<file path="src/rtl/bce_pkg.sv">
// Shared types, constants and helpers of the binary contour extractor.
package bce_pkg;

   // Default size limits of the frame
   localparam int unsigned DEF_MAX_WIDTH  = 1024;
   localparam int unsigned DEF_MAX_HEIGHT = 4096;

   // Field widths
   localparam int unsigned WIDTH_REG_W  = 11;
   localparam int unsigned HEIGHT_REG_W = 13;
   localparam int unsigned THRESH_W     = 8;
   localparam int unsigned CHAN_W       = 8;
   localparam int unsigned LEVEL_W      = 8;
   localparam int unsigned CSR_INDEX_W  = 2;
   localparam int unsigned CSR_DATA_W   = 13;

   // Register reset values
   localparam int unsigned                RESET_WIDTH     = 640;
   localparam int unsigned                RESET_HEIGHT    = 480;
   localparam logic [THRESH_W-1:0]        RESET_THRESHOLD = 8'd220;

   // Output levels
   localparam logic [LEVEL_W-1:0] LEVEL_WHITE = 8'd255;
   localparam logic [LEVEL_W-1:0] LEVEL_BLACK = 8'd0;

   // Register map
   typedef enum logic [CSR_INDEX_W-1:0] {
      CSR_IMAGE_WIDTH     = 2'd0,
      CSR_IMAGE_HEIGHT    = 2'd1,
      CSR_WHITE_THRESHOLD = 2'd2
   } csr_index_type;

   // Request kinds
   typedef enum logic {
      KIND_PIXEL = 1'b0,
      KIND_DRAIN = 1'b1
   } item_kind_type;

   // Ring word at slot a: {bit a-2, bit a-1, bit a}
   typedef logic [2:0] triple_type;

   // Lookup issued by the front end, carried through the read stage
   typedef struct packed {
      logic       check_en;    // interior pixel with a complete neighborhood
      logic       last;        // final pixel of the frame
      logic       fwd_upper;   // read slot equals the slot written in the same cycle
      logic       fwd_middle;
      logic       fwd_lower;
      logic       fwd_center;
      triple_type fwd_word;    // word written in that cycle
   } issue_type;

   // Frame size as used: zero acts as one, the top is capped at the limit
   function automatic int unsigned clamp_size(int unsigned raw, int unsigned max_size);
      int unsigned res;
      if (raw == 0) begin
         res = 1;
      end else if (raw > max_size) begin
         res = max_size;
      end else begin
         res = raw;
      end
      return res;
   endfunction

endpackage

</file>
<file path="src/rtl/bce_ifs.sv">


interface bce_rsp_if
   import bce_pkg::*;
();
   logic               valid;
   logic               ready;
   logic [LEVEL_W-1:0] pixel_level;
   logic               last_of_frame;

   modport source (output valid, pixel_level, last_of_frame, input ready);
   modport sink   (input valid, pixel_level, last_of_frame, output ready);
endinterface


</file>
<file path="src/rtl/bce_back.sv">
// Back end: read stage, 3x3 interior test and response register.
module bce_back
   import bce_pkg::*;
(
   input  logic       clock,
   input  logic       reset,
   input  logic       issue_valid,
   input  issue_type  issue,
   output logic       issue_ready,
   input  triple_type rd_upper,
   input  triple_type rd_middle,
   input  triple_type rd_lower,
   input  triple_type rd_center,
   bce_rsp_if.source  rsp
);

   logic      s1_valid_ff;
   issue_type s1_ff;
   logic      out_valid_ff;
   logic      out_white_ff;
   logic      out_last_ff;

   logic       s1_move;
   triple_type upper;
   triple_type middle;
   triple_type lower;
   triple_type center;
   logic       all_white;
   logic       result_white;

   // Stage hand-off: the read stage moves when the response slot frees
   always_comb begin
      s1_move     = s1_valid_ff && (!out_valid_ff || rsp.ready);
      issue_ready = !s1_valid_ff || s1_move;
   end

   // Forward a same-cycle ring write, then test the neighborhood
   always_comb begin
      upper        = s1_ff.fwd_upper  ? s1_ff.fwd_word : rd_upper;
      middle       = s1_ff.fwd_middle ? s1_ff.fwd_word : rd_middle;
      lower        = s1_ff.fwd_lower  ? s1_ff.fwd_word : rd_lower;
      center       = s1_ff.fwd_center ? s1_ff.fwd_word : rd_center;
      all_white    = &{upper, middle, lower};
      result_white = center[0] && !(s1_ff.check_en && all_white);
   end

   assign rsp.valid         = out_valid_ff;
   assign rsp.pixel_level   = out_white_ff ? LEVEL_WHITE : LEVEL_BLACK;
   assign rsp.last_of_frame = out_last_ff;

   // Read stage and response register
   always_ff @(posedge clock) begin
      if (reset) begin
         s1_valid_ff  <= 1'b0;
         out_valid_ff <= 1'b0;
      end else begin
         if (issue_ready) begin
            s1_valid_ff <= issue_valid;
         end
         if (issue_valid && issue_ready) begin
            s1_ff <= issue;
         end
         if (s1_move) begin
            out_valid_ff <= 1'b1;
            out_white_ff <= result_white;
            out_last_ff  <= s1_ff.last;
         end else if (rsp.ready) begin
            out_valid_ff <= 1'b0;
         end
      end
   end

   // The front end only issues into a free read stage
   assert property (@(posedge clock) disable iff (reset)
      issue_valid |-> issue_ready)
      else $error("lookup issued while read stage is blocked");

   // An issued lookup occupies the read stage in the next cycle
   assert property (@(posedge clock) disable iff (reset)
      issue_valid && issue_ready |=> s1_valid_ff)
      else $error("issued lookup lost");

endmodule
</file>
<file path="src/flat_wrapper.sv">
// flat-port wrapper written by rule: the top's interface ports become plain ports
module bce_back_flat import bce_pkg::*;
  (clock, reset, issue_valid, issue, issue_ready, rd_upper, rd_middle, rd_lower, rd_center, rsp_valid, rsp_pixel_level, rsp_last_of_frame, rsp_ready);
  bce_rsp_if rsp_i ();
  input  logic clock;
  input  logic reset;
  input  logic issue_valid;
  input  issue_type issue;
  output logic issue_ready;
  input  triple_type rd_upper;
  input  triple_type rd_middle;
  input  triple_type rd_lower;
  input  triple_type rd_center;
  output wire logic [$bits(rsp_i.valid)-1:0] rsp_valid;
  output wire logic [$bits(rsp_i.pixel_level)-1:0] rsp_pixel_level;
  output wire logic [$bits(rsp_i.last_of_frame)-1:0] rsp_last_of_frame;
  input wire logic [$bits(rsp_i.ready)-1:0] rsp_ready;
  assign rsp_valid = rsp_i.valid;
  assign rsp_pixel_level = rsp_i.pixel_level;
  assign rsp_last_of_frame = rsp_i.last_of_frame;
  assign rsp_i.ready = rsp_ready;
  bce_back u_core (.clock(clock), .reset(reset), .issue_valid(issue_valid), .issue(issue), .issue_ready(issue_ready), .rd_upper(rd_upper), .rd_middle(rd_middle), .rd_lower(rd_lower), .rd_center(rd_center), .rsp(rsp_i));
endmodule
</file>
<file path="config.mk">
export PLATFORM = sky130hd
export DESIGN_NAME = bce_back_flat
export DESIGN_NICKNAME = d
export VERILOG_FILES = /design/src/rtl/bce_pkg.sv /design/src/rtl/bce_ifs.sv /design/src/rtl/bce_back.sv /design/src/flat_wrapper.sv
export SDC_FILE = /design/constraint.sdc
export NUM_CORES = 1
export LEC_CHECK = 0
export ABC_AREA = 1
export BUFFER_PORTS_ARGS = -buffer_cell sky130_fd_sc_hd__buf_2
export CAP_MARGIN = 0
export CORE_MARGIN = 8
export CORE_UTILIZATION = 40
export CTS_CLUSTER_DIAMETER = 80
export CTS_CLUSTER_SIZE = 10
export DETAILED_ROUTE_END_ITERATION = 8
export GPL_TIMING_DRIVEN = 0
export PLACE_DENSITY = 0.75
export SYNTH_ARGS = -nofsm -noshare
export SYNTH_HDL_FRONTEND = slang
export SYNTH_SLANG_ARGS = --single-unit
</file>
<file path="constraint.sdc">
create_clock -name clock -period 1.2 [get_ports clock]
set_input_delay 0.24 -clock clock [delete_from_list [all_inputs] [get_ports clock]]
set_output_delay 0.24 -clock clock [all_outputs]
set_load 0.005 [all_outputs]
</file>
==> results.txt, run 1 <==
----------------------------------------------------
[Timing]
  Final setup violation count ... 8
  Setup TNS Final ... -0.630 ns
  Maximum clock frequency ... 779 MHz
  Portion of the clock cycle consumed by the worst path in the final layout ... 107%
  Period minus WS final ... 1.28 ns
  Worst max-slew margin expressed relative to the limit ... 78.8%
  Setup repair after global routing missed its margin ... yes
  Setup slack after layout ... -0.0832 ns
  Clock Skew ... 0.000437 ns
  Hold violation total from the final report ... 0
  Transition time at the pin with the least slew margin ... 0.317 ns
  Max-slew violation total from the final report ... 0

[Clock tree]
  Largest buffer count on any clock path ... 2
  Post-cts hold buffer count ... 0
  H-tree levels ... 1
  TritonCTS buffer count ... 3
  Clock latency on the worst-skew pair ... 0.26 ns
  Clock root cell ... clkbuf_4
  Clock-pin transition on the worst setup and hold timing paths ... 0.07 ns
  Clock tree sinks ... 13
  Clock tree from TritonCTS ... built

[Finish]
  Count of fill cells added during filler insertion ... 122
  Final cell area excluding filler cells ... 895 µm²
  Commonest non-fill, non-tap cell in the layout ... buf_2
  Ant diodes ... 0
  Area used by multi-input combinational logic ... 156 µm²
  Layout cells sized above 1 ... 53.5%
  Top library cells by usage in the layout, fill and taps aside ... buf_2, nand2_1, edfxtp_1, buf_4, buf_6
  Growth of design area from synthesis to finish ... 49.0%
  Total area of sequential cells ... 372 µm²
  Nets ... 127

[Worst setup path]
  Slowest cell on crit path ... edfxtp_1
  Total buffers and inverters traversed by the critical path ... 2
  CP max stage delay ... 0.49 ns
  Data arrival, critical path ... 1.04 ns
  Largest delay share family, worst path ... flip-flops
  Cell chain of the critical path ... buf_4 -> buf_6
  Critical path type ... flop to primary output
  Worst-case register-to-register setup slack ... 0.04 ns
  Element type at the critical path start ... flop
  Critical Path Sink Type ... primary output
  Critical path data required time ... 0.96 ns
  Critical Path Fanout Max ... 8

[Power and ir drop]
  Sequential fraction of design power ... 59.2%
  Internal Dissipation ... 706 µW
  Switching part of the total power ... 20.3%
  Leakage power summed over all cells ... 0.435 nW
  Switching Power ... 180 µW
  Fraction of power consumed by the clock network ... 28.4%
  Total power per unit cell area ... 991 nW/µm²
  Relative contribution of combinational cells to total power ... 12.4%
  Max IR drop VDD ... 694 µV

[Min path]
  Hold WC Path Type ... input port to flop

[GRT]
  Vias in the first global route ... 483
  Antenna violations before repair ... 0
  Gr ovfl total ... 0
  First-pass GRT wire length ... 1950 µm
  Aggregate global-route resource usage ... 9.10%
  Largest net degree at the start of global routing ... 10

[Placed design]
  Cell area after placement ... 786 µm²
  HPWL after detailed placement ... 1020 µm
  Count of input and output buffers ... 33
  Routability-driven placement congestion ratio ... 0.730
  DP Worst Slack ... 0.0497 ns

[Synth]
  Syn. warnings ... 0
  Sequential share of the synthesized area ... 61.7%
  Synthesis-stage register bit count ... 13
  Yosys cell types ... 10
  Total standard cell area after synthesis ... 601 µm²
  Synthesized instance count ... 62
  Mean area per synthesized cell ... 9.69 µm²
  Syn_nets ... 87

[Drt]
  Violation count after the first detailed-routing iteration ... 3
  Residual DRC ... 0
  Average vias per placed instance ... 4.33
  1st-pass router iterations ... 4
  Number of vias in the routed layout ... 507
  Detail Route Antenna Nets ... 0
  Routed wirelength normalized by instance count ... 10.7 µm
  Drt total wl ... 1260 µm

[Die]
  Num rows ... 14
  Chip Height ... 54.8 µm
  Initial core utilization ... 41.3%
  Area of the die ... 3000 µm²
  Number of I/O pins ... 36
  Area of the core ... 1450 µm²
  X dimension of the die ... 54.8 µm

[Run status]
  Outcome ... finished, violations left
  Violations in the final reports ... setup timing

[Job]
  Total of max-cap violations ... 0

----------------------------------------------------
repair_timing:
action,4_1_cts,5_1_grt
pin swaps,2,2
setup endpoints to repair,9,19
buffers inserted,1,1
endpoints found under the hold margin,0,0
gates resized for setup,11,6
stage by stage:
stage	hold slack [ns]	utilization, %	power, mW	instances
after floorplan	0.309	-	0.573	62
after global placement	0.406	54.0	0.622	111
after global routing	0.131	61.5	0.933	117
after CTS	0.134	60.1	0.895	116
after detailed placement	0.415	54.0	0.625	111
final	0.147	61.5	0.886	117
sequential cells by signal, summed over array words and instances (netlist names):
name and count:
u_core.out_white_ff 1, u_core.rsp.last_of_frame 1, u_core.s1_ff 9, u_core.s1_valid_ff 1
u_core.rsp.valid 1
synth_stat cells (all sizes together):
master | instances | area, µm²
nand2 | 14 | 52.6
edfxtp | 11 | 330
buf | 8 | 60.1
inv | 8 | 30.0
nor2 | 8 | 30.0
nand3 | 6 | 30.0
a21oi | 2 | 10.0
dfxtp | 2 | 40.0
o21ai | 2 | 10.0
nor3b | 1 | 7.51
final timing paths:
| kind | from | endpoint | cells past startpoint |
|---|---|---|---|
| worst max-delay path | u_core.out_white_ff | rsp_pixel_level[1] | 2 |
| worst min-delay path | issue[6] | u_core.s1_ff[6] | 1 |
| worst max register to register | u_core.s1_ff[4] | u_core.out_white_ff | 6 |
| worst min register to register | u_core.s1_ff[7] | u_core.rsp.last_of_frame | 0 |
logic make-up (layout without fill, tap and decap cells):
kind of cell | count (synthesis) | after routing | share of synthesized area (%)
and+or+nand+nor | 29 | 29 | 20.0
buffers and inverters | 16 | 55 | 15.0
DFF | 13 | 13 | 61.7
AOI/OAI and AO/OA | 4 | 4 | 3.33
routing by layer:
metal	up-vias	track usage [%]	part of all wire, %
met1	213	9.06	34
li1	272	-	-
met5	-	0	0
met3	2	1.90	10
met4	0	8.61	2.2
met2	20	15.3	53
final cells by class:
cell class | instances | share of cell area [%]
plain buffers | 8 | 6.71
clock buffers | 4 | 2.94
inverters | 8 | 3.36
multi-input cells | 33 | 17.5
flip-flops and latches | 13 | 41.5
well taps | 16 | 2.24
repair buffers | 35 | 25.7
worst reg2reg max path, cell delays in order (launching register included):
cell and delay, ns:
edfxtp_1 0.38, buf_4 0.13, nand2_1 0.05, a21oi_2 0.13, nand3_1 0.10, nor2_2 0.09
nor2_1 0.04
power groups by stage:
stage	registers, mW	clock network, mW	logic, mW
floorplan	0.531	0	0.0419
global placement	0.533	0	0.0894
detailed placement	0.534	0	0.0919
CTS	0.524	0.266	0.105
global route	0.527	0.282	0.124
finish	0.525	0.252	0.110
Note: power is estimated with default switching activity, not from simulation.
==> run 2: changes to the inputs <==
Settings changed: CORE_ASPECT_RATIO set to 1.2, CORE_UTILIZATION 40 to 25, PLACE_DENSITY 0.75 to unset.
==> run 2 against run 1 <==
Net effect:
- the run still ends with setup timing left
- flip-flop and latch count stayed put
- sequential power is essentially flat
- global-route usage is 3.0 points lower
- final cell count increased by 14%
- die area grew 41%
- clock power down 2%
- hold slack better by 0.0033 ns
==> results.txt, run 2 (synthesized netlist as in run 1, its figures left out) <==
----------------------------------------------------
[Worst setup path]
  CP max stage delay ... 0.49 ns (about the same)
  Cell depth of the worst flop-to-flop path ... 6 (unchanged)
  Reg-to-Reg Start ... u_core.s1_ff[4]
  Data arrival, critical path ... 1.05 ns (about the same)
  Element type at the critical path start ... flop
  Worst-case register-to-register setup slack ... 0.04 ns (about the same)
  Reg-to-Reg End ... u_core.out_white_ff
  Critical Path Sink Type ... primary output
  Cell chain of the critical path ... buf_4 -> buf_6
  Critical path type ... flop to primary output
  Slowest cell on crit path ... edfxtp_1
  Critical path data required time ... 0.96 ns (about the same)
  Critical Path Fanout Max ... 8 (unchanged)

[Drt]
  Routed wirelength normalized by instance count ... 10.5 µm (-2.1%)
  Detail Route Antenna Nets ... 0 (unchanged)
  Average vias per placed instance ... 3.97 (-8.4%)
  Number of vias in the routed layout ... 528 (+4.1%)
  Residual DRC ... 0 (unchanged)
  1st-pass router iterations ... 3 (-1)
  Drt total wl ... 1400 µm (+11%)
  Violation count after the first detailed-routing iteration ... 6 (+3)

[Clock tree]
  Clock latency on the worst-skew pair ... 0.26 ns (about the same)
  Largest buffer count on any clock path ... 2 (unchanged)
  Clock tree sinks ... 13 (unchanged)
  Clock tree from TritonCTS ... built
  H-tree levels ... 1 (unchanged)
  Post-cts hold buffer count ... 0 (unchanged)
  TritonCTS buffer count ... 3 (unchanged)
  Clock-pin transition on the worst setup and hold timing paths ... 0.07 ns (about the same)
  Clock root cell ... clkbuf_4

[Timing]
  Hold violation total from the final report ... 0 (unchanged)
  Setup TNS Final ... -0.645 ns (-0.0149 ns)
  Portion of the clock cycle consumed by the worst path in the final layout ... 107% (+0.16 points)
  Setup repair after global routing missed its margin ... yes
  Max-slew violation total from the final report ... 0 (unchanged)
  Maximum clock frequency ... 778 MHz (-0.15%)
  Period minus WS final ... 1.29 ns (+0.00189 ns)
  Final setup violation count ... 8 (unchanged)
  Clock Skew ... 0.00153 ns (+0.00110 ns)
  Worst max-slew margin expressed relative to the limit ... 79.6% (+0.77 points)
  Transition time at the pin with the least slew margin ... 0.306 ns (-0.0111 ns)
  Setup slack after layout ... -0.0851 ns (-0.00189 ns)

[Run status]
  Outcome ... finished, violations left
  Violations in the final reports ... setup timing

[Die]
  Num rows ... 19 (+5)
  Number of I/O pins ... 36 (unchanged)
  Chip Height ... 69.7 µm (+27%)
  Area of the core ... 2280 µm² (+57%)
  X dimension of the die ... 60.7 µm (+11%)
  Initial core utilization ... 26.3% (-15 points)
  Area of the die ... 4230 µm² (+41%)

[Power and ir drop]
  Switching part of the total power ... 20.8% (+0.50 points)
  Leakage power summed over all cells ... 0.449 nW (+3.4%)
  Max IR drop VDD ... 602 µV (-13%)
  Fraction of power consumed by the clock network ... 27.9% (-0.5 points)
  Relative contribution of combinational cells to total power ... 13.1% (+0.7 points)
  Sequential fraction of design power ... 59.0% (-0.2 points)
  Switching Power ... 185 µW (+2.7%)
  Total power per unit cell area ... 952 nW/µm² (-3.9%)
  Internal Dissipation ... 703 µW (-0.40%)

[GRT]
  Fraction of met1 tracks used by global routing ... 5.26% (-3.8 points)
  Largest net degree at the start of global routing ... 10 (unchanged)
  Gr ovfl total ... 0 (unchanged)
  GRT Max-Usage Layer ... met2
  Vias in the first global route ... 544 (+13%)
  Met2 demand-to-capacity share in global routing ... 11.2% (-4.1 points)
  Routing usage on met3 ... 1.48% (-0.42 points)
  Aggregate global-route resource usage ... 6.13% (-3.0 points)
  First-pass GRT wire length ... 2010 µm (+3.5%)
  Antenna violations before repair ... 0 (unchanged)

[Finish]
  Number of flip-flops in the largest register ... 9 (unchanged)
  Reg with most FFs ... u_core.s1_ff
  Top library cells by usage in the layout, fill and taps aside ... buf_2, nand2_1, buf_4, edfxtp_1, buf_6
  Ant diodes ... 0 (unchanged)
  Nets ... 128 (+0.79%)
  Growth of design area from synthesis to finish ... 55.4%
  Count of fill cells added during filler insertion ... 229 (+88%)
  Final cell utilization of the core ... 40.9% (-21 points)
  Commonest non-fill, non-tap cell in the layout ... buf_2
  Layout cells sized above 1 ... 54.9% (+1.4 points)

[Placed design]
  HPWL after detailed placement ... 1080 µm (+5.8%)
  Count of input and output buffers ... 33 (unchanged)
  Routability-driven placement congestion ratio ... 0.780 (+6.8%)
  DP Worst Slack ... 0.0480 ns (-0.00167 ns)

[Min path]
  Endpoint of the worst hold-timing path ... u_core.s1_ff[4]
  Worst Hold Path Cells ... 1 (unchanged)
  Critical hold path startpoint ... issue[4]
  Hold WC Path Type ... input port to flop

[Job]
  Total of max-cap violations ... 0 (unchanged)

----------------------------------------------------
## run 2: how the worst max path moves through the flow
stage	start	to	slack (ns)
floorplan	u_core.rsp.valid	u_core.s1_ff[0]	0.13
global placement	u_core.s1_ff[4]	u_core.out_white_ff	0.05
detailed placement	u_core.s1_ff[4]	u_core.out_white_ff	0.05
CTS	u_core.out_white_ff	rsp_pixel_level[5]	-0.1
global route	u_core.out_white_ff	rsp_pixel_level[6]	-0.14
finish	u_core.out_white_ff	rsp_pixel_level[1]	-0.09
## run 2: stage by stage
stage	instance area, µm²	instances	power (mW)	hold WS [ns]
6_report	933	133	0.888	0.150
5_1_grt	933	133	0.933	0.141
4_1_cts	893	131	0.887	0.143
3_5_place_dp	805	126	0.627	0.408
3_3_place_gp	805	126	0.623	0.406
2_1_floorplan	601	62	0.573	0.309
## run 2: routing by layer
layer,vias to the layer above,part of all wire [%]
li1,272,-
met1,234,35
met2,20,53
met3,2,9.4
met4,0,2.4
met5,-,0
## run 2: area by class of cell
cell class / count / area [µm²] / area share, %
multi-input combinational: 33 / 161 / 17.3
inverter: 8 / 30.0 / 3.22
tap: 31 / 38.8 / 4.16
clock inverter: 1 / 5.00 / 0.536
buffer: 8 / 60.1 / 6.43
sequential: 13 / 372 / 39.8
timing repair buffer: 36 / 244 / 26.1
clock buffer: 3 / 22.5 / 2.41
## run 2: what timing repair did
item / in CTS / in global routing
gates resized for setup: 11 / 7
endpoints found under the setup margin: 9 / 10
pin swaps: 2 / 6
buffers inserted: 1 / 2
## run 2: worst max-delay path, delay by kind of cell, from the launching register on
kind                   cells  cell delay (ns)
buffers and inverters      2             0.30
DFF                        1             0.49
## run 2: power by group through the flow
stage	registers (mW)	clock network, mW	logic (mW)
after floorplan	0.531	0	0.0419
after global routing	0.527	0.277	0.128
after CTS	0.524	0.257	0.106
after detailed placement	0.533	0	0.0934
after global placement	0.533	0	0.0903
final	0.524	0.248	0.116
