<file path="src/rtl/bce_pkg.sv">
// Shared types, constants and helpers of the binary contour extractor.
package bce_pkg;

   // Default size limits of the frame
   localparam int unsigned DEF_MAX_WIDTH  = 1024;
   localparam int unsigned DEF_MAX_HEIGHT = 4096;

   // Field widths
   localparam int unsigned WIDTH_REG_W  = 11;
   localparam int unsigned HEIGHT_REG_W = 13;
   localparam int unsigned THRESH_W     = 8;
   localparam int unsigned CHAN_W       = 8;
   localparam int unsigned LEVEL_W      = 8;
   localparam int unsigned CSR_INDEX_W  = 2;
   localparam int unsigned CSR_DATA_W   = 13;

   // Register reset values
   localparam int unsigned                RESET_WIDTH     = 640;
   localparam int unsigned                RESET_HEIGHT    = 480;
   localparam logic [THRESH_W-1:0]        RESET_THRESHOLD = 8'd220;

   // Output levels
   localparam logic [LEVEL_W-1:0] LEVEL_WHITE = 8'd255;
   localparam logic [LEVEL_W-1:0] LEVEL_BLACK = 8'd0;

   // Register map
   typedef enum logic [CSR_INDEX_W-1:0] {
      CSR_IMAGE_WIDTH     = 2'd0,
      CSR_IMAGE_HEIGHT    = 2'd1,
      CSR_WHITE_THRESHOLD = 2'd2
   } csr_index_type;

   // Request kinds
   typedef enum logic {
      KIND_PIXEL = 1'b0,
      KIND_DRAIN = 1'b1
   } item_kind_type;

   // Ring word at slot a: {bit a-2, bit a-1, bit a}
   typedef logic [2:0] triple_type;

   // Lookup issued by the front end, carried through the read stage
   typedef struct packed {
      logic       check_en;    // interior pixel with a complete neighborhood
      logic       last;        // final pixel of the frame
      logic       fwd_upper;   // read slot equals the slot written in the same cycle
      logic       fwd_middle;
      logic       fwd_lower;
      logic       fwd_center;
      triple_type fwd_word;    // word written in that cycle
   } issue_type;

   // Frame size as used: zero acts as one, the top is capped at the limit
   function automatic int unsigned clamp_size(int unsigned raw, int unsigned max_size);
      int unsigned res;
      if (raw == 0) begin
         res = 1;
      end else if (raw > max_size) begin
         res = max_size;
      end else begin
         res = raw;
      end
      return res;
   endfunction

endpackage

</file>
<file path="src/rtl/bce_ifs.sv">
// Channel interfaces of the binary contour extractor: request, response, register write.

interface bce_req_if
   import bce_pkg::*;
();
   logic              valid;
   logic              ready;
   logic              kind;
   logic [CHAN_W-1:0] red;
   logic [CHAN_W-1:0] green;
   logic [CHAN_W-1:0] blue;

   modport source (output valid, kind, red, green, blue, input ready);
   modport sink   (input valid, kind, red, green, blue, output ready);
endinterface


interface bce_csr_if
   import bce_pkg::*;
();
   logic                   valid;
   logic                   ready;
   logic [CSR_INDEX_W-1:0] index;
   logic [CSR_DATA_W-1:0]  data;

   modport source (output valid, index, data, input ready);
   modport sink   (input valid, index, data, output ready);
endinterface

</file>
<file path="src/rtl/bce_front.sv">
// Front end: registers, binarization, ring pointers, frame position and lookup issue.
module bce_front
   import bce_pkg::*;
#(
   parameter  int unsigned MAX_WIDTH  = DEF_MAX_WIDTH,
   parameter  int unsigned MAX_HEIGHT = DEF_MAX_HEIGHT,
   localparam int unsigned RING_AW    = $clog2(MAX_WIDTH) + 2
) (
   input  logic               clock,
   input  logic               reset,
   bce_req_if.sink            req,
   bce_csr_if.sink            csr,
   input  logic               issue_ready,
   output logic               issue_valid,
   output issue_type          issue,
   output logic               wr_en,
   output logic [RING_AW-1:0] wr_addr,
   output triple_type         wr_word,
   output logic [RING_AW-1:0] rd_addr_upper,
   output logic [RING_AW-1:0] rd_addr_middle,
   output logic [RING_AW-1:0] rd_addr_lower,
   output logic [RING_AW-1:0] rd_addr_center
);

   localparam int unsigned WW = $clog2(MAX_WIDTH + 1);
   localparam int unsigned HW = $clog2(MAX_HEIGHT + 1);
   localparam int unsigned CW = $clog2(MAX_WIDTH);
   localparam int unsigned RW = $clog2(MAX_HEIGHT);
   localparam int unsigned PW = $clog2(MAX_WIDTH + 2);
   localparam logic [WW-1:0] RST_WIDTH  = WW'(clamp_size(RESET_WIDTH, MAX_WIDTH));
   localparam logic [HW-1:0] RST_HEIGHT = HW'(clamp_size(RESET_HEIGHT, MAX_HEIGHT));

   logic [WW-1:0]       width_ff;
   logic [HW-1:0]       height_ff;
   logic [THRESH_W-1:0] thresh_ff;
   logic [PW-1:0]       pending_ff, pending_in;
   logic [RING_AW-1:0]  wr_ptr_ff;
   logic [RING_AW-1:0]  tail_ff;
   logic [CW-1:0]       col_ff, col_in;
   logic [RW-1:0]       row_ff, row_in;
   logic                prev1_ff;
   logic                prev2_ff;

   logic               accept;
   logic               is_pixel;
   logic               white;
   logic               emit;
   logic               full_window;
   logic               border;
   logic               last;
   logic [CW-1:0]      width_m1;
   logic [PW-1:0]      width_p1;
   logic [RW-1:0]      height_m1;
   logic [RING_AW-1:0] width_a;
   logic [RING_AW-1:0] tail_p1;

   assign req.ready = issue_ready;
   assign csr.ready = 1'b1;

   // Decode of the request and the emit decision
   always_comb begin
      accept      = req.valid && req.ready;
      is_pixel    = req.kind != KIND_DRAIN;
      white       = (req.red >= thresh_ff) && (req.green >= thresh_ff) &&
                    (req.blue >= thresh_ff);
      width_m1    = CW'(width_ff - 1'b1);
      width_p1    = PW'(width_ff) + PW'(1);
      height_m1   = RW'(height_ff - 1'b1);
      // a pixel emits once width+1 or more pixels wait; a drain whenever any waits
      emit        = is_pixel ? (pending_ff >= width_p1) : (pending_ff != '0);
      full_window = is_pixel || (pending_ff > width_p1);
      border      = (row_ff == '0) || (col_ff == '0) ||
                    (row_ff >= height_m1) || (col_ff >= width_m1);
      last        = (row_ff >= height_m1) && (col_ff >= width_m1);
   end

   // Next pending count and frame position
   always_comb begin
      pending_in = pending_ff;
      if (is_pixel && !emit) begin
         pending_in = pending_ff + PW'(1);
      end else if (!is_pixel && emit) begin
         pending_in = pending_ff - PW'(1);
      end
      col_in = col_ff + CW'(1);
      row_in = row_ff;
      if (col_ff >= width_m1) begin
         col_in = '0;
         row_in = (row_ff >= height_m1) ? '0 : row_ff + RW'(1);
      end
   end

   // Ring write and the four lookup slots around the center pixel
   always_comb begin
      width_a        = RING_AW'(width_ff);
      tail_p1        = tail_ff + RING_AW'(1);
      wr_en          = accept && is_pixel;
      wr_addr        = wr_ptr_ff;
      wr_word        = {prev2_ff, prev1_ff, white};
      rd_addr_upper  = tail_p1 - width_a;
      rd_addr_middle = tail_p1;
      rd_addr_lower  = tail_p1 + width_a;
      rd_addr_center = tail_ff;

      issue_valid       = accept && emit;
      issue.check_en    = full_window && !border;
      issue.last        = last;
      issue.fwd_upper   = is_pixel && (rd_addr_upper == wr_ptr_ff);
      issue.fwd_middle  = is_pixel && (rd_addr_middle == wr_ptr_ff);
      issue.fwd_lower   = is_pixel && (rd_addr_lower == wr_ptr_ff);
      issue.fwd_center  = is_pixel && (rd_addr_center == wr_ptr_ff);
      issue.fwd_word    = wr_word;
   end

   // Registers, pointers and counters
   always_ff @(posedge clock) begin
      if (reset) begin
         width_ff   <= RST_WIDTH;
         height_ff  <= RST_HEIGHT;
         thresh_ff  <= RESET_THRESHOLD;
         pending_ff <= '0;
         wr_ptr_ff  <= '0;
         tail_ff    <= '0;
         col_ff     <= '0;
         row_ff     <= '0;
         prev1_ff   <= 1'b0;
         prev2_ff   <= 1'b0;
      end else begin
         if (csr.valid && csr.ready) begin
            unique case (csr_index_type'(csr.index))
               CSR_IMAGE_WIDTH: begin
                  width_ff <= WW'(clamp_size(32'(csr.data[WIDTH_REG_W-1:0]), MAX_WIDTH));
               end
               CSR_IMAGE_HEIGHT: begin
                  height_ff <= HW'(clamp_size(32'(csr.data[HEIGHT_REG_W-1:0]), MAX_HEIGHT));
               end
               CSR_WHITE_THRESHOLD: begin
                  thresh_ff <= csr.data[THRESH_W-1:0];
               end
               default: begin
               end
            endcase
         end
         if (accept) begin
            pending_ff <= pending_in;
            if (is_pixel) begin
               wr_ptr_ff <= wr_ptr_ff + RING_AW'(1);
               prev2_ff  <= prev1_ff;
               prev1_ff  <= white;
            end
            if (emit) begin
               tail_ff <= tail_p1;
               col_ff  <= col_in;
               row_ff  <= row_in;
            end
         end
      end
   end

   // Pending never outgrows one row plus one pixel at the largest width
   assert property (@(posedge clock) disable iff (reset)
      32'(pending_ff) <= MAX_WIDTH + 1)
      else $error("pending count beyond ring lookback");

   // Write and center pointers stay the pending count apart
   assert property (@(posedge clock) disable iff (reset)
      RING_AW'(wr_ptr_ff - tail_ff) == RING_AW'(pending_ff))
      else $error("ring pointers out of step with pending count");

   // A pixel that emits leaves the pending count unchanged
   assert property (@(posedge clock) disable iff (reset)
      accept && is_pixel && emit |=> pending_ff == $past(pending_ff))
      else $error("emitting pixel changed pending count");

endmodule

</file>
<file path="src/flat_wrapper.sv">
// flat-port wrapper written by rule: the top's interface ports become plain ports
module bce_front_flat import bce_pkg::*;
#(
   parameter  int unsigned MAX_WIDTH  = DEF_MAX_WIDTH,
   parameter  int unsigned MAX_HEIGHT = DEF_MAX_HEIGHT,
   localparam int unsigned RING_AW    = $clog2(MAX_WIDTH) + 2
)
  (clock, reset, issue_ready, issue_valid, issue, wr_en, wr_addr, wr_word, rd_addr_upper, rd_addr_middle, rd_addr_lower, rd_addr_center, req_valid, req_kind, req_red, req_green, req_blue, req_ready, csr_valid, csr_index, csr_data, csr_ready);
  bce_req_if req_i ();
  bce_csr_if csr_i ();
  input  logic clock;
  input  logic reset;
  input  logic issue_ready;
  output logic issue_valid;
  output issue_type issue;
  output logic wr_en;
  output logic [RING_AW-1:0] wr_addr;
  output triple_type wr_word;
  output logic [RING_AW-1:0] rd_addr_upper;
  output logic [RING_AW-1:0] rd_addr_middle;
  output logic [RING_AW-1:0] rd_addr_lower;
  output logic [RING_AW-1:0] rd_addr_center;
  input wire logic [$bits(req_i.valid)-1:0] req_valid;
  input wire logic [$bits(req_i.kind)-1:0] req_kind;
  input wire logic [$bits(req_i.red)-1:0] req_red;
  input wire logic [$bits(req_i.green)-1:0] req_green;
  input wire logic [$bits(req_i.blue)-1:0] req_blue;
  output wire logic [$bits(req_i.ready)-1:0] req_ready;
  input wire logic [$bits(csr_i.valid)-1:0] csr_valid;
  input wire logic [$bits(csr_i.index)-1:0] csr_index;
  input wire logic [$bits(csr_i.data)-1:0] csr_data;
  output wire logic [$bits(csr_i.ready)-1:0] csr_ready;
  assign req_i.valid = req_valid;
  assign req_i.kind = req_kind;
  assign req_i.red = req_red;
  assign req_i.green = req_green;
  assign req_i.blue = req_blue;
  assign req_ready = req_i.ready;
  assign csr_i.valid = csr_valid;
  assign csr_i.index = csr_index;
  assign csr_i.data = csr_data;
  assign csr_ready = csr_i.ready;
  bce_front #(.MAX_WIDTH(MAX_WIDTH), .MAX_HEIGHT(MAX_HEIGHT)) u_core (.clock(clock), .reset(reset), .req(req_i), .csr(csr_i), .issue_ready(issue_ready), .issue_valid(issue_valid), .issue(issue), .wr_en(wr_en), .wr_addr(wr_addr), .wr_word(wr_word), .rd_addr_upper(rd_addr_upper), .rd_addr_middle(rd_addr_middle), .rd_addr_lower(rd_addr_lower), .rd_addr_center(rd_addr_center));
endmodule
</file>
<file path="config.mk">
export PLATFORM = sky130hd
export DESIGN_NAME = bce_front_flat
export DESIGN_NICKNAME = d
export VERILOG_FILES = /design/src/rtl/bce_pkg.sv /design/src/rtl/bce_ifs.sv /design/src/rtl/bce_front.sv /design/src/flat_wrapper.sv
export SDC_FILE = /design/constraint.sdc
export NUM_CORES = 1
export LEC_CHECK = 0
export ABC_CLOCK_PERIOD_IN_PS = 6200
export BUFFER_PORTS_ARGS = -buffer_cell sky130_fd_sc_hd__buf_2
export CORE_MARGIN = 3
export CORE_UTILIZATION = 60
export CTS_BUF_LIST = sky130_fd_sc_hd__clkbuf_2
export DETAILED_ROUTE_END_ITERATION = 8
export PLACE_DENSITY = 0.91
export SETUP_SLACK_MARGIN = 0.4
export SLEW_MARGIN = 20
export SYNTH_ARGS = -nofsm -noshare
export SYNTH_HDL_FRONTEND = slang
export SYNTH_SLANG_ARGS = --single-unit
</file>
<file path="constraint.sdc">
create_clock -name clock -period 6.2 [get_ports clock]
set_input_delay 0.31 -clock clock [delete_from_list [all_inputs] [get_ports clock]]
set_output_delay 0.31 -clock clock [all_outputs]
set_load 0.02 [all_outputs]
</file>
==> flow_summary.html <==
<table>
<tr><th>Metric</th><th>Value</th></tr>
<tr><th colspan="2">Floorplanning</th></tr>
<tr><td>Die H</td><td>~120 um</td></tr>
<tr><td>Initial Utilization</td><td>62.28%</td></tr>
<tr><td>Std-Cell Core Area</td><td>between 0.01 and 0.015 sq mm</td></tr>
<tr><td>X dimension of the die</td><td>about 120 um</td></tr>
<tr><td>Row count</td><td>41</td></tr>
<tr><td>Top Ports</td><td>~120</td></tr>
<tr><td>Die area</td><td>around 0.015 sq mm</td></tr>
<tr><th colspan="2">CTS</th></tr>
<tr><td>Sink Count</td><td>90</td></tr>
<tr><td>Max H-tree Level</td><td>3</td></tr>
<tr><td>Number of post-CTS setup repair buffers</td><td>0</td></tr>
<tr><td>Cell at the root of the clock tree</td><td>sky130_fd_sc_hd__clkbuf_2</td></tr>
<tr><td># resized after CTS</td><td>0</td></tr>
<tr><td>CTS tree</td><td>yes</td></tr>
<tr><td>Clock insertion delay at the later pin of the skew report</td><td>0.65 ns</td></tr>
<tr><td>Inserted Clock Buffers</td><td>9</td></tr>
<tr><td>Clock-pin slew on the worst setup and hold paths</td><td>about 0.29 ns</td></tr>
<tr><td>Maximum clock insertion buffer count</td><td>2</td></tr>
<tr><th colspan="2">Routing</th></tr>
<tr><td>Number of DRC violations after detailed routing</td><td>0</td></tr>
<tr><td>Aggregate routed wire length</td><td>between 20,000 and 25,000 um</td></tr>
<tr><td>First-pass iteration count of the detailed router</td><td>5</td></tr>
<tr><td>Avg Vias per Cell</td><td>between 6 and 7</td></tr>
<tr><td>Via count</td><td>approximately 7,600</td></tr>
<tr><td>Post-route antenna net violation count</td><td>0</td></tr>
<tr><td>Number of design-rule violations left by the first detailed-router iteration</td><td>roughly 730</td></tr>
<tr><td>Drt wl/cell</td><td>between 15 and 20 um</td></tr>
<tr><th colspan="2">Finish</th></tr>
<tr><td>Post-Route Utilization</td><td>68.66%</td></tr>
<tr><td>Post-synthesis to final-layout area growth</td><td>10.24%</td></tr>
<tr><td>Total of fill cells in the finished design</td><td>999</td></tr>
<tr><td>Storage element area</td><td>around 0.0018 sq mm</td></tr>
<tr><td>Proportion of layout cells with a drive suffix above 1</td><td>between 10% and 20%</td></tr>
<tr><td>Layout net count</td><td>around 1,200</td></tr>
<tr><td>Non-Filler Instances</td><td>around 1,200</td></tr>
<tr><td>Most frequent standard cell in the layout excluding fill and tap cells</td><td>sky130_fd_sc_hd__buf_2</td></tr>
<tr><td>Leading cell types in the layout, fill and taps excluded</td><td>119 x sky130_fd_sc_hd__buf_2, 96 x sky130_fd_sc_hd__nor2_1, 94 x sky130_fd_sc_hd__ha_1, 90 x sky130_fd_sc_hd__dfxtp_1, 81 x sky130_fd_sc_hd__xnor2_1</td></tr>
<tr><td>Area of combinational cells with multiple inputs</td><td>roughly 0.0057 sq mm</td></tr>
<tr><th colspan="2">Timing</th></tr>
<tr><td>Final worst path period share</td><td>roughly 86%</td></tr>
<tr><td>Time the worst path needs with I/O delays and setup</td><td>5.348 ns</td></tr>
<tr><td>Post-Route Skew</td><td>around 0.037 ns</td></tr>
<tr><td>Final Hold Vio Count</td><td>0</td></tr>
<tr><td>Worst path setup slack after routing</td><td>around 0.85 ns</td></tr>
<tr><td>RSZ-0062 raised after global routing</td><td>false</td></tr>
<tr><td>Final setup violation count</td><td>0</td></tr>
<tr><td>Max-slew violations</td><td>0</td></tr>
<tr><td>Worst-margin pin slew</td><td>roughly 0.68 ns</td></tr>
<tr><td>Final-layout setup total negative slack</td><td>0 ns</td></tr>
<tr><td>Maximum frequency from static timing analysis</td><td>about 190 MHz</td></tr>
<tr><td>Slew headroom</td><td>between 50% and 60%</td></tr>
<tr><th colspan="2">Synth</th></tr>
<tr><td>Count of flip-flops with a built-in enable after synthesis</td><td>0</td></tr>
<tr><td>Net count after synthesis</td><td>approximately 1,100</td></tr>
<tr><td>Number of instances in the synthesized netlist</td><td>980</td></tr>
<tr><td>Main combinational cell family by area after synthesis</td><td>simple AND/OR/NAND/NOR gates</td></tr>
<tr><td>Post-synthesis simple-gate area fraction</td><td>about a fifth</td></tr>
<tr><td>Sequential area share after synthesis</td><td>between 20% and 30%</td></tr>
<tr><td>Post-synth design cell area</td><td>between 0.007 and 0.008 sq mm</td></tr>
<tr><td>Library cells used by synthesis</td><td>83</td></tr>
<tr><td>Yosys warns</td><td>0</td></tr>
<tr><td>Leading post-synthesis cells by cell area</td><td>sky130_fd_sc_hd__dfxtp_1 23%, sky130_fd_sc_hd__ha_1 15%, sky130_fd_sc_hd__xnor2_1 8.9%, sky130_fd_sc_hd__xor2_1 6.6%, sky130_fd_sc_hd__nor2_1 4.5%</td></tr>
<tr><td>Fraction of post-synthesis cell area in the top cell type by area</td><td>a little under a quarter</td></tr>
<tr><td>Post-synthesis share of cell area spent on xor and xnor gates</td><td>between 15 and 20%</td></tr>
<tr><td>Flops &amp; latches, synth</td><td>90</td></tr>
<tr><td>Multiplexer share of the synthesized area</td><td>less than 1%</td></tr>
<tr><td>Primary flip-flop cell chosen by synthesis mapping</td><td>sky130_fd_sc_hd__dfxtp_1</td></tr>
<tr><td>Post-synth top area cell</td><td>sky130_fd_sc_hd__dfxtp_1</td></tr>
<tr><td>Mean Syn Cell Area</td><td>8.151 sq um</td></tr>
<tr><td>Adder-Cell Fraction of Synth Area</td><td>approximately 15%</td></tr>
<tr><td>Async SR Flop Fraction</td><td>0%</td></tr>
<tr><td>Compound-Gate Fraction of Synth Area</td><td>a little under a fifth</td></tr>
<tr><th colspan="2">Hold path</th></tr>
<tr><td>Instance count along the most critical hold path</td><td>3</td></tr>
<tr><td>Class of the worst hold path</td><td>in2reg</td></tr>
<tr><td>End of the worst hold path</td><td>u_core.width_ff[10]$_SDFFE_PP0P_</td></tr>
<tr><td>Worst min-delay path startpoint</td><td>csr_data[10]</td></tr>
<tr><th colspan="2">Global routing</th></tr>
<tr><td>Wire length of the first global-routing pass</td><td>~34,000 um</td></tr>
<tr><td>Sum of overflow across all layers after global routing</td><td>0</td></tr>
<tr><td>Number of global-route vias before repair</td><td>roughly 7,000</td></tr>
<tr><td>Total routing usage reported by global routing</td><td>between 20% and 30%</td></tr>
<tr><td>Maximum number of pins on one net before global-route repair</td><td>64</td></tr>
<tr><td>Number of antenna violations at the first check in global routing</td><td>1</td></tr>
<tr><th colspan="2">Placed design</th></tr>
<tr><td>Total placed cells including tap cells</td><td>1,220</td></tr>
<tr><td>Port Buffer Count</td><td>roughly 120</td></tr>
<tr><td>Detail Placement HPWL</td><td>between 15,000 and 20,000 um</td></tr>
<tr><td>Worst slack at placement</td><td>between 1 and 1.5 ns</td></tr>
<tr><td>Weighted congestion reported at the end of routability-driven placement</td><td>0.9716</td></tr>
<tr><th colspan="2">Setup path</th></tr>
<tr><td>Worst reg2reg endpoint</td><td>u_core.pending_ff[10]$_SDFFE_PP0P_</td></tr>
<tr><td>Path depth of the worst reg2reg path</td><td>20</td></tr>
<tr><td>Peak fanout along the critical path</td><td>8</td></tr>
<tr><td>Critical R2R Launch</td><td>u_core.width_ff[0]$_SDFFE_PP0P_</td></tr>
<tr><td>Critical path startpoint category</td><td>flop</td></tr>
<tr><td>Crit end category</td><td>output pin</td></tr>
<tr><td>Register-to-Register Setup Slack</td><td>around 1.2 ns</td></tr>
<tr><td>CP arrival</td><td>slightly above 5 ns</td></tr>
<tr><td>CP Class</td><td>reg2out</td></tr>
<tr><td>Crit path required time</td><td>slightly below 6 ns</td></tr>
<tr><th colspan="2">Run</th></tr>
<tr><td>Max-cap check violation count</td><td>0</td></tr>
<tr><th colspan="2">Power</th></tr>
<tr><td>Maximum vdd ir drop</td><td>approximately 0.12 mV</td></tr>
<tr><td>Leakage power</td><td>4.078 nW</td></tr>
<tr><td>Power per cell area</td><td>between 150 and 200 mW/mm^2</td></tr>
<tr><th colspan="2">Outcome</th></tr>
<tr><td>Outcome</td><td>finished clean</td></tr>
</table>
## critical path, stage by stage, from the launching register on
cell and delay, ns:
sky130_fd_sc_hd__dfxtp_1 0.57, sky130_fd_sc_hd__ha_1 0.30, sky130_fd_sc_hd__and3_1 0.28, sky130_fd_sc_hd__and3_1 0.29
sky130_fd_sc_hd__and3_1 0.32, sky130_fd_sc_hd__xor2_1 0.16, sky130_fd_sc_hd__ha_1 0.46, sky130_fd_sc_hd__clkinv_1 0.30
sky130_fd_sc_hd__a21oi_1 0.20, sky130_fd_sc_hd__o211ai_1 0.08, sky130_fd_sc_hd__a2111oi_0 0.36, sky130_fd_sc_hd__o211ai_1 0.16
sky130_fd_sc_hd__a2111o_1 0.42, sky130_fd_sc_hd__a2111oi_4 0.27, sky130_fd_sc_hd__buf_2 0.21
## registers in the layout (all words and copies together), names as in the netlist
| signal | flops |
|---|---|
| u_core.col_ff | 10 |
| u_core.height_ff | 12 |
| u_core.pending_ff | 11 |
| u_core.prev1_ff | 1 |
| u_core.prev2_ff | 1 |
| u_core.rd_addr_center | 12 |
| u_core.row_ff | 12 |
| u_core.thresh_ff | 8 |
| u_core.width_ff | 11 |
| u_core.wr_addr | 12 |
## stage by stage
step / power (W) / hold WS (ns) / instance area (sq um)
after floorplan: 0.0009609 / 0.4363 / 7988
after detailed placement: 0.001068 / 0.4484 / 8558
final: 0.001434 / 0.007122 / 8806
after CTS: 0.001425 / 0.003092 / 8803
after global placement: 0.001056 / 0.4441 / 8558
after global routing: 0.001505 / 0.01901 / 8806
## timing repair
| action | in CTS | in global routing |
|---|---|---|
| hold endpoints to repair | 23 | 0 |
| hold buffers | 11 | 0 |
| endpoints found under the setup margin | 0 | 0 |
## final cells by class
type	instances	area share [%]
Antenna cell	1	0.02842
Tap cell	172	2.444
Multi-Input combinational cell	781	64.98
Clock inverter	6	1.023
Inverter	57	2.458
Timing Repair Buffer	131	8.099
Sequential cell	90	20.46
Clock buffer	9	0.5115
## how the worst max path moves through the flow
stage                                               start                                  to
floorplan           u_core.rd_addr_center[0]$_SDFFE_PP0P_                            issue[4]
finish              u_core.rd_addr_center[0]$_SDFFE_PP0P_                            issue[4]
global route        u_core.rd_addr_center[0]$_SDFFE_PP0P_                            issue[4]
CTS                 u_core.rd_addr_center[0]$_SDFFE_PP0P_                            issue[4]
global placement          u_core.width_ff[0]$_SDFFE_PP0P_  u_core.pending_ff[10]$_SDFFE_PP0P_
detailed placement        u_core.width_ff[0]$_SDFFE_PP0P_  u_core.pending_ff[10]$_SDFFE_PP0P_
## power breakdown
group / total (W) / switching (W) / internal [W] / leakage (nW)
clock network: 0.000360 / 0.000227 / 0.000133 / 0.0788
registers: 0.000639 / 0.0000371 / 0.000602 / 0.730
logic: 0.000435 / 0.000257 / 0.000178 / 3.27
## per-layer routing
layer	GRT usage [%]	wire length, um	vias up
li1	-	-	3634
met1	36.56	8649	3523
met2	46.63	9948	358
met3	5.221	1702	92
met4	13.10	900	0
met5	0	0	-
## kinds of logic (layout without fill, tap and decap cells)
group / after synthesis / in the layout
buffers and inverters: 109 / 203
and+or+nand+nor: 330 / 330
DFF: 90 / 90
muxes: 5 / 5
AOI/OAI and AO/OA: 202 / 202
adders and majority gates: 98 / 98
xor gates and xnor gates: 145 / 145
other: 1 / 2
## cell usage after synthesis (all sizes together), types with 3 or more instances
library cell  number
a21o              22
or4                5
a31oi              8
dfxtp             90
nor2              98
nand3             27
o2111ai            3
xnor2             82
and2               3
and3              19
o21a               8
mux2i              4
a22oi             10
o31ai              6
nand2             74
a31o               3
nand3b             5
nor4              14
nor3b              5
or3                8
clkbuf            32
o211ai            12
nor3              28
xor2              60
nand2b             8
nand4             19
buf               20
a2111oi            6
a21oi             60
o21ai             34
a2111o             3
ha                94
nor2b              6
inv               55
a221o              5
(Power assumes the default switching activity.)
